**src/rtl/b62sc_pkg.sv**
```systemverilog
package b62sc_pkg;

  localparam int unsigned DigitCount = 11;
  localparam int unsigned DigitW = 6;
  localparam int unsigned ValueW = 64;
  localparam int unsigned SerialW = 63;
  localparam int unsigned CharW = 8;
  localparam int unsigned PosW = 4;
  localparam int unsigned RowDepth = DigitCount + 1;
  localparam int unsigned RowCntW = 4;
  localparam int unsigned PendW = 3;
  localparam int unsigned FeedW = DigitCount * DigitW;
  localparam int unsigned InDataW = 72;
  localparam int unsigned OutDataW = 80;

  localparam logic [CharW-1:0] Underscore = 8'h5F;
  localparam logic [SerialW-1:0] SerialMin = 63'd3844;
  localparam logic [SerialW-1:0] SerialMax = 63'd8392993658683402240;
  localparam logic [DigitW-1:0] BadDigit = 6'd62;

  localparam logic OpEncode = 1'b0;
  localparam logic OpDecode = 1'b1;
  localparam logic KindChar = 1'b0;
  localparam logic KindVerdict = 1'b1;

  localparam logic [1:0] StOk = 2'd0;
  localparam logic [1:0] StNil = 2'd1;
  localparam logic [1:0] StMalformed = 2'd2;
  localparam logic [1:0] StRange = 2'd3;

  localparam logic [3:0] ConsumedOk = 4'd12;
  localparam logic [3:0] ConsumedNil = 4'd2;
  localparam logic [3:0] ConsumedNone = 4'd0;

  typedef struct packed {
    logic              valid;
    logic              first;
    logic              last;
    logic              zero;
    logic [DigitW-1:0] carry;
  } link_t;

  typedef struct packed {
    logic copy;
    logic zero;
  } chain_done_t;

  typedef struct packed {
    logic               chk;
    logic [1:0]         status;
    logic [SerialW-1:0] val;
  } verdict_t;

  function automatic logic [CharW-1:0] digit_char(logic [DigitW-1:0] d);
    logic [CharW-1:0] c;
    if (d < 6'd10) begin
      c = 8'h30 + {2'b00, d};
    end else if (d < 6'd36) begin
      c = 8'h61 + {2'b00, d} - 8'd10;
    end else begin
      c = 8'h41 + {2'b00, d} - 8'd36;
    end
    return c;
  endfunction

  function automatic logic [DigitW-1:0] digit_val(logic [CharW-1:0] c);
    logic [DigitW-1:0] d;
    if (c >= 8'h30 && c <= 8'h39) begin
      d = 6'(c - 8'h30);
    end else if (c >= 8'h61 && c <= 8'h7A) begin
      d = 6'(c - 8'h61 + 8'd10);
    end else if (c >= 8'h41 && c <= 8'h5A) begin
      d = 6'(c - 8'h41 + 8'd36);
    end else begin
      d = BadDigit;
    end
    return d;
  endfunction

endpackage

```
**src/rtl/b62sc_cell.sv**
```systemverilog
module b62sc_cell (
  input  logic                            clk_i,
  input  logic                            rst_ni,
  input  logic                            en_i,
  input  b62sc_pkg::link_t                link_i,
  output b62sc_pkg::link_t                link_o,
  output logic [b62sc_pkg::DigitW-1:0]    digit_o
);

  b62sc_pkg::link_t link_q;
  logic [b62sc_pkg::DigitW-1:0] acc_q, hold_q;
  logic [b62sc_pkg::DigitW-1:0] base, rem, carry_out;
  logic [7:0] sum;
  logic [1:0] quo;

  // Digit times 64 plus carry, reduced modulo 62; the carry out is the quotient.
  always_comb begin
    base = link_i.first ? '0 : acc_q;
    sum = {1'b0, base, 1'b0} + {2'b00, link_i.carry};
    if (sum >= 8'd124) begin
      quo = 2'd2;
      rem = 6'(sum - 8'd124);
    end else if (sum >= 8'd62) begin
      quo = 2'd1;
      rem = 6'(sum - 8'd62);
    end else begin
      quo = 2'd0;
      rem = sum[5:0];
    end
    carry_out = base + {4'b0000, quo};
  end

  always_ff @(posedge clk_i or negedge rst_ni) begin
    if (!rst_ni) begin
      link_q <= '0;
    end else if (en_i) begin
      link_q.valid <= link_i.valid;
      link_q.first <= link_i.first;
      link_q.last <= link_i.last;
      link_q.zero <= link_i.zero;
      link_q.carry <= carry_out;
    end
  end

  always_ff @(posedge clk_i) begin
    if (en_i && link_i.valid) begin
      acc_q <= rem;
      if (link_i.last) begin
        hold_q <= rem;
      end
    end
  end

  assign link_o = link_q;
  assign digit_o = hold_q;

endmodule

```
**src/rtl/b62sc_enc_chain.sv**
```systemverilog
module b62sc_enc_chain (
  input  logic                                                 clk_i,
  input  logic                                                 rst_ni,
  input  logic                                                 start_i,
  input  logic [b62sc_pkg::ValueW-1:0]                         value_i,
  input  logic                                                 row_empty_i,
  output logic                                                 ready_o,
  output b62sc_pkg::chain_done_t                               done_o,
  output logic [b62sc_pkg::DigitCount-1:0][b62sc_pkg::DigitW-1:0] digits_o
);

  localparam logic [3:0] LastChunk = 4'(b62sc_pkg::DigitCount - 1);

  logic busy_q, zero_q, en;
  logic [3:0] cnt_q;
  logic [b62sc_pkg::FeedW-1:0] sh_q;
  b62sc_pkg::link_t links [b62sc_pkg::DigitCount+1];
  b62sc_pkg::link_t tail;

  assign tail = links[b62sc_pkg::DigitCount];
  assign en = !(tail.valid && tail.last && !row_empty_i);
  assign ready_o = !busy_q || (cnt_q == LastChunk && en);

  assign done_o.copy = tail.valid && tail.last && row_empty_i;
  assign done_o.zero = tail.zero;

  assign links[0].valid = busy_q;
  assign links[0].first = (cnt_q == '0);
  assign links[0].last = (cnt_q == LastChunk);
  assign links[0].zero = zero_q;
  assign links[0].carry = sh_q[b62sc_pkg::FeedW-1 -: b62sc_pkg::DigitW];

  always_ff @(posedge clk_i or negedge rst_ni) begin
    if (!rst_ni) begin
      busy_q <= 1'b0;
      cnt_q <= '0;
    end else if (start_i) begin
      busy_q <= 1'b1;
      cnt_q <= '0;
    end else if (en && busy_q) begin
      if (cnt_q == LastChunk) begin
        busy_q <= 1'b0;
        cnt_q <= '0;
      end else begin
        cnt_q <= cnt_q + 4'd1;
      end
    end
  end

  always_ff @(posedge clk_i) begin
    if (start_i) begin
      sh_q <= {{(b62sc_pkg::FeedW - b62sc_pkg::ValueW){1'b0}}, value_i};
      zero_q <= (value_i == '0);
    end else if (en && busy_q) begin
      sh_q <= {sh_q[b62sc_pkg::FeedW-b62sc_pkg::DigitW-1:0], {b62sc_pkg::DigitW{1'b0}}};
    end
  end

  for (genvar j = 0; j < b62sc_pkg::DigitCount; j++) begin : g_cell
    b62sc_cell u_cell (
      .clk_i   (clk_i),
      .rst_ni  (rst_ni),
      .en_i    (en),
      .link_i  (links[j]),
      .link_o  (links[j+1]),
      .digit_o (digits_o[j])
    );
  end

endmodule

```
**src/rtl/b62sc_decoder.sv**
```systemverilog
module b62sc_decoder (
  input  logic                          clk_i,
  input  logic                          rst_ni,
  input  logic [b62sc_pkg::CharW-1:0]   char_i,
  input  logic                          take_i,
  output logic                          fires_o,
  output b62sc_pkg::verdict_t           verdict_o
);

  localparam logic [b62sc_pkg::PosW-1:0] LastPos = 4'(b62sc_pkg::DigitCount);

  logic [b62sc_pkg::PosW-1:0] pos_q, pos_d, pos;
  logic [b62sc_pkg::SerialW-1:0] acc_q, acc_d, nxt;
  logic [b62sc_pkg::DigitW-1:0] dv;
  logic is_dec;

  always_comb begin
    pos = (pos_q > LastPos) ? '0 : pos_q;
    dv = b62sc_pkg::digit_val(char_i);
    is_dec = (char_i >= 8'h30) && (char_i <= 8'h39);
    nxt = 63'({acc_q, 6'b000000}) - 63'({acc_q, 1'b0}) + 63'(dv);
    pos_d = pos;
    acc_d = acc_q;
    fires_o = 1'b0;
    verdict_o.chk = 1'b0;
    verdict_o.status = b62sc_pkg::StMalformed;
    verdict_o.val = '0;
    unique case (pos)
      4'd0: begin
        if (char_i == b62sc_pkg::Underscore) begin
          pos_d = 4'd1;
          acc_d = '0;
        end else begin
          fires_o = 1'b1;
        end
      end
      4'd1: begin
        if (char_i == b62sc_pkg::Underscore) begin
          fires_o = 1'b1;
          verdict_o.status = b62sc_pkg::StNil;
        end else if (is_dec) begin
          acc_d = 63'(dv);
          pos_d = 4'd2;
        end else begin
          fires_o = 1'b1;
        end
      end
      default: begin
        if (dv == b62sc_pkg::BadDigit) begin
          fires_o = 1'b1;
        end else if (pos == LastPos) begin
          fires_o = 1'b1;
          verdict_o.chk = 1'b1;
          verdict_o.val = nxt;
        end else begin
          acc_d = nxt;
          pos_d = pos + 4'd1;
        end
      end
    endcase
    if (fires_o) begin
      pos_d = '0;
      acc_d = '0;
    end
  end

  always_ff @(posedge clk_i or negedge rst_ni) begin
    if (!rst_ni) begin
      pos_q <= '0;
      acc_q <= '0;
    end else if (take_i) begin
      pos_q <= pos_d;
      acc_q <= acc_d;
    end
  end

endmodule

```
**src/rtl/base62_serial_codec_unit.sv**
```systemverilog
// Encode: after the request is taken the characters leave one per cycle while the output is
// not stalled; a nonzero encode gives twelve characters through the single output character
// port and a zero encode two, and the chain can take a new value before its cells are through.
// Decode: one character per cycle while no verdict is held back; a verdict passes the verdict
// and output registers, once the characters of earlier encodes have been delivered.
// Reset clears the decoder position and accumulator and every valid flag at once.
module base62_serial_codec_unit (
  input  logic                                 clk_i,
  input  logic                                 rst_ni,
  input  logic                                 s_axis_tvalid,
  output logic                                 s_axis_tready,
  // value [63:0], in_char [71:64]
  input  logic [b62sc_pkg::InDataW-1:0]        s_axis_tdata,
  // operation [0]
  input  logic                                 s_axis_tuser,
  output logic                                 m_axis_tvalid,
  input  logic                                 m_axis_tready,
  // out_char [7:0], decoded_value [70:8], status [72:71], consumed [76:73], zero [79:77]
  output logic [b62sc_pkg::OutDataW-1:0]       m_axis_tdata,
  // kind [0]
  output logic                                 m_axis_tuser,
  output logic                                 m_axis_tlast
);

  localparam int unsigned PendW = b62sc_pkg::PendW;
  localparam int unsigned RowCntW = b62sc_pkg::RowCntW;

  logic [b62sc_pkg::ValueW-1:0] value;
  logic [b62sc_pkg::CharW-1:0] in_char;
  logic enc_ready, enc_take, dec_take, fires, row_empty, out_free, pop;
  b62sc_pkg::chain_done_t done;
  b62sc_pkg::verdict_t verdict, vq_q;
  logic vq_v_q;
  logic [b62sc_pkg::DigitCount-1:0][b62sc_pkg::DigitW-1:0] digits;
  logic [b62sc_pkg::PendW-1:0] pend_q;
  logic [b62sc_pkg::RowDepth-1:0][b62sc_pkg::CharW-1:0] row_q;
  logic [b62sc_pkg::RowCntW-1:0] cnt_q;
  logic in_range;

  logic out_v_q, kind_q, last_q;
  logic [b62sc_pkg::CharW-1:0] char_q;
  logic [b62sc_pkg::SerialW-1:0] val_q;
  logic [1:0] status_q;
  logic [3:0] cons_q;

  assign value = s_axis_tdata[b62sc_pkg::ValueW-1:0];
  assign in_char = s_axis_tdata[b62sc_pkg::InDataW-1 -: b62sc_pkg::CharW];
  assign row_empty = (cnt_q == '0);

  always_comb begin
    if (s_axis_tuser == b62sc_pkg::OpDecode) begin
      s_axis_tready = !fires || ((!vq_v_q || out_free) && pend_q == '0 && row_empty);
    end else begin
      s_axis_tready = enc_ready;
    end
  end

  assign enc_take = s_axis_tvalid && s_axis_tready && s_axis_tuser == b62sc_pkg::OpEncode;
  assign dec_take = s_axis_tvalid && s_axis_tready && s_axis_tuser == b62sc_pkg::OpDecode;

  b62sc_enc_chain u_chain (
    .clk_i       (clk_i),
    .rst_ni      (rst_ni),
    .start_i     (enc_take),
    .value_i     (value),
    .row_empty_i (row_empty),
    .ready_o     (enc_ready),
    .done_o      (done),
    .digits_o    (digits)
  );

  b62sc_decoder u_decoder (
    .clk_i     (clk_i),
    .rst_ni    (rst_ni),
    .char_i    (in_char),
    .take_i    (dec_take),
    .fires_o   (fires),
    .verdict_o (verdict)
  );

  assign out_free = !out_v_q || m_axis_tready;
  assign pop = out_free && !vq_v_q && !row_empty;
  assign in_range = (vq_q.val > b62sc_pkg::SerialMin) && (vq_q.val < b62sc_pkg::SerialMax);

  always_ff @(posedge clk_i or negedge rst_ni) begin
    if (!rst_ni) begin
      pend_q <= '0;
      cnt_q <= '0;
      vq_v_q <= 1'b0;
      out_v_q <= 1'b0;
    end else begin
      pend_q <= pend_q + PendW'(enc_take) - PendW'(done.copy);
      if (done.copy) begin
        cnt_q <= done.zero ? RowCntW'(2) : RowCntW'(b62sc_pkg::RowDepth);
      end else if (pop) begin
        cnt_q <= cnt_q - RowCntW'(1);
      end
      if (dec_take && fires) begin
        vq_v_q <= 1'b1;
      end else if (out_free) begin
        vq_v_q <= 1'b0;
      end
      if (out_free) begin
        out_v_q <= vq_v_q || !row_empty;
      end
    end
  end

  always_ff @(posedge clk_i) begin
    if (dec_take && fires) begin
      vq_q <= verdict;
    end
    if (done.copy) begin
      row_q[0] <= b62sc_pkg::Underscore;
      if (done.zero) begin
        row_q[1] <= b62sc_pkg::Underscore;
      end else begin
        for (int k = 1; k < b62sc_pkg::RowDepth; k++) begin
          row_q[k] <= b62sc_pkg::digit_char(digits[b62sc_pkg::DigitCount - k]);
        end
      end
    end else if (pop) begin
      for (int k = 0; k < b62sc_pkg::RowDepth - 1; k++) begin
        row_q[k] <= row_q[k+1];
      end
    end
    if (out_free) begin
      if (vq_v_q) begin
        kind_q <= b62sc_pkg::KindVerdict;
        char_q <= '0;
        last_q <= 1'b1;
        if (!vq_q.chk) begin
          status_q <= vq_q.status;
          val_q <= '0;
          cons_q <= (vq_q.status == b62sc_pkg::StNil) ? b62sc_pkg::ConsumedNil
                                                      : b62sc_pkg::ConsumedNone;
        end else if (in_range) begin
          status_q <= b62sc_pkg::StOk;
          val_q <= vq_q.val;
          cons_q <= b62sc_pkg::ConsumedOk;
        end else begin
          status_q <= b62sc_pkg::StRange;
          val_q <= '0;
          cons_q <= b62sc_pkg::ConsumedNone;
        end
      end else begin
        kind_q <= b62sc_pkg::KindChar;
        char_q <= row_q[0];
        last_q <= (cnt_q == RowCntW'(1));
        status_q <= b62sc_pkg::StOk;
        val_q <= '0;
        cons_q <= b62sc_pkg::ConsumedNone;
      end
    end
  end

  assign m_axis_tvalid = out_v_q;
  assign m_axis_tuser = kind_q;
  assign m_axis_tlast = last_q;
  assign m_axis_tdata = {3'b000, cons_q, status_q, val_q, char_q};

endmodule

```
**config.mk**
```make
export PLATFORM = sky130hd
export DESIGN_NAME = base62_serial_codec_unit
export DESIGN_NICKNAME = d
export VERILOG_FILES = /design/src/rtl/b62sc_pkg.sv /design/src/rtl/b62sc_cell.sv /design/src/rtl/b62sc_enc_chain.sv /design/src/rtl/b62sc_decoder.sv /design/src/rtl/base62_serial_codec_unit.sv
export SDC_FILE = /design/constraint.sdc
export NUM_CORES = 2
export LEC_CHECK = 0
export BUFFER_PORTS_ARGS = -buffer_cell sky130_fd_sc_hd__buf_2
export CAP_MARGIN = 20
export CORE_MARGIN = 10
export CORE_UTILIZATION = 35
export DETAILED_ROUTE_END_ITERATION = 6
export HOLD_SLACK_MARGIN = 0.02
export SETUP_SLACK_MARGIN = 0.5
export SLEW_MARGIN = 20
export SYNTH_ARGS = -nofsm -noshare
export SYNTH_HDL_FRONTEND = slang
export SYNTH_SLANG_ARGS = --single-unit
```
**constraint.sdc**
```tcl
create_clock -name clk_i -period 7.35 [get_ports clk_i]
set_clock_uncertainty 0.05 [all_clocks]
set_input_delay 1.47 -clock clk_i [delete_from_list [all_inputs] [get_ports clk_i]]
set_output_delay 1.47 -clock clk_i [all_outputs]
set_load 0.01 [all_outputs]
```
==> out/metrics.yaml <==
synthAdderAreaFrac_pct: 9.371
wl_per_cell_um: 17.11
grt_pass1_wl_um: 139000
startpoint_type: "input pin"
period_needed_ns: 6.432
yosys_warnings: 0
synth_top_flop_cell: "edfxtp_1"
grt_usage_pct: 14.50
critPathBufInv: 3
drive_gt1_share_pct: 10.76
viasPerCell: 5.153
synth_area_per_cell_um2: 10.29
slew_violations: 0
clk_pin_slew_ns: 0.06
path_cells: "buf_2 > inv_1 > ha_1 > or4b_4 > a21oi_4 > or3_1 > nand3b_1 > a32oi_2 > inv_1 > ha_1 > o21a_1 > a2bb2oi_1 > nand4_1 > a211oi_2 > o311ai_0 > a21oi_1 > a31oi_1 > o21bai_1 > xor2_1 > and2_1"
fin_crit_sh_pct: 87.51
yosysSeqAreaShare_pct: 48.52
finalWeightedCongestion: 0.8623
crit_family: "compound AO/OA/AOI/OAI gates"
cts_buffer_depth: 3
cts_root_buffer: "clkbuf_16"
htreeDepth: 3
reg2reg_to: "u_chain.g_cell[0].u_cell.link_o[4]"
synthMuxAreaShare_pct: 2.100
n_antenna_cell: 0
ant_nets: 0
cap_violations: 0
maxSlewHeadroom_pct: 33.36
synth_edf_count: 428
initial_core_util_pct: 35.16
setup_viol: 0
outcome: "finished clean"
synthXorXnorAreaFrac_pct: 5.856
synth_top_family_by_area: "compound AO/OA/AOI/OAI gates"
io_buffers: 156
worstSetupPathType: "input pin to flip-flop"
layout_common_cells: "nand2_1, edfxtp_1, ha_1"
yosysUniqueCellTypes: 79
first_pass_iters: 6
drt_iter0_drc: 1671
critPathMaxFanout: 10
cts_num_sinks: 621
fin_tns_setup_ns: 0
regToRegSetupSlack_ns: 3.11
netlist_area_um2: 36340
grt_max_degree: 99
antenna_found_initial: 8
io_pins: 161
hp-class: "flip-flop to flip-flop"
die_h_um: 342.2
grt_pass1_vias: 25540
synth_compound_area_share_pct: 15.39
area_growth_pct: 12.30
drcViolationCount: 0
cp.required_ns: 7.69
startpoint: "s_axis_tdata[64]"
synth-simple-area-share_pct: 14.96
vias: 26120
synth-async-reset-ratio_pct: 29.47
critPathCaptureType: "flip-flop"
final_common_cell: "nand2_1"
cp_num_cells: 20
finalWirelength_um: 86750
hpwl_um: 62900
die-area_um2: 117100
num_rows: 118
critical-path-max-stage-delay_ns: 0.62
hold_viol: 0
cp-endpoint: "vq_q[55]"
synthCells: 3532
fmaxAchievable_mhz: 155.5
cts_buffers: 68
overflow: 0
cts_setup_buffers: 0
tightest_slew_ns: 0.9996
die_width_um: 342.2
clk_latency_ns: 0.64
ctsHoldBuffers: 0
rsz0062_at_grt: "no"
ff2ff_path_depth: 18
reg2reg_from: "u_chain.cnt_q[0]"
slowest_stage: "o311ai_0"
cts_tree: "built"
final_nets: 3969
core_area_um2: 103300
synth_seq_cells: 621
crit_arrival_ns: 6.77
[Yosys cell counts (13+ instances only)]
cell type    n  area [µm²]
o211ai_1    13       97.59
and3_1      22       137.6
clkbuf_1   127       476.7
a21oi_1    209        1046
ha_1       237        2965
buf_2       14       70.07
a31oi_1     21       131.4
fa_1        22       440.4
nand4_1     25       156.4
a22o_1      66       578.1
nor2_1     185       694.4
o21ai_1     30       150.1
xnor2_1    165        1445
inv_1      197       739.5
and2_1     139       869.6
o21a_1      21       157.7
nor2b_1     98       613.1
or2_2       16       100.1
nand2b_1    14       87.58
o221ai_1    13       113.9
edfxtp_1   428       12850
a32o_1      24       240.2
a211o_1     14       122.6
o21ai_0    238        1191
dfrtp_1    183        4579
a21o_1      79       593.1
xor2_1      78       683.2
nor4_1      50       312.8
mux2_2      58       653.1
nand2_1    441        1655
nand3_1     64       320.3
o21bai_1    22       165.2
nor3_1      37       185.2
[per-layer routing]
metal | up-vias | part of all wire [%] | global-route usage [%]
li1 | 12890 | - | -
met1 | 12500 | 46 | 19.26
met2 | 575 | 46 | 23.59
met3 | 148 | 5.3 | 3.135
met4 | 14 | 2.5 | 4.105
met5 | - | 0.12 | 0
[registers in the layout, summed over array words and instances, names as in the netlist, 8 cells and up]
signal,count
vq_q,66
u_decoder.acc_q,62
u_chain.g_cell.u_cell.acc_q,66
u_chain.g_cell.u_cell.link_o,103
row_q,96
u_chain.sh_q,66
u_chain.g_cell.u_cell.digit_o,66
char_q,8
val_q,63
[final cells by class]
class	count	area [µm²]
clock buffers	89	1917
clock inverters	37	372.9
fillers	10180	62540
inverters	199	748.2
multi-input cells	2562	17410
flip-flops and latches	621	17630
well taps	1380	1727
repair buffers	181	1010
[metrics by stage]
stage	std cells	instance area [µm²]	worst slack [ns]	utilization [%]	hold slack, ns
floorplan	3535	36360	1.059	-	0.3716
global route	5069	40810	0.5808	39.49	0.4249
CTS	5067	40760	1.040	39.44	0.4037
global placement	4941	38470	0.4908	37.23	0.3804
finish	5069	40810	0.9179	39.49	0.4027
detailed placement	4941	38470	0.3685	37.23	0.3928
[logic make-up after synthesis]
group,count (synthesis)
AO/OA/AOI/OAI,860
XOR/XNOR,243
adder cells (fa/ha/maj),259
buffers and inverters,352
flip-flops,621
multiplexers,69
other,1
AND/OR/NAND/NOR,1127
[worst min path at each step]
stage,startpoint,end,depth (start not counted)
floorplan,u_chain.zero_q,u_chain.g_cell[0].u_cell.link_o[6],2
global placement,u_chain.zero_q,u_chain.g_cell[0].u_cell.link_o[6],2
detailed placement,u_chain.zero_q,u_chain.g_cell[0].u_cell.link_o[6],2
CTS,u_chain.g_cell[6].u_cell.link_o[6],u_chain.g_cell[7].u_cell.link_o[6],2
global route,row_q[6],row_q[6],1
finish,row_q[6],row_q[6],1
[repair_timing]
item | in CTS | in global routing
endpoints found under the hold margin | 0 | 0
setup endpoints to repair | 0 | 1
resized for setup | 0 | 1
Power is left out: the tool's default activity adds up to more than one toggle a clock period on the data nets, which glitch-free logic cannot reach.
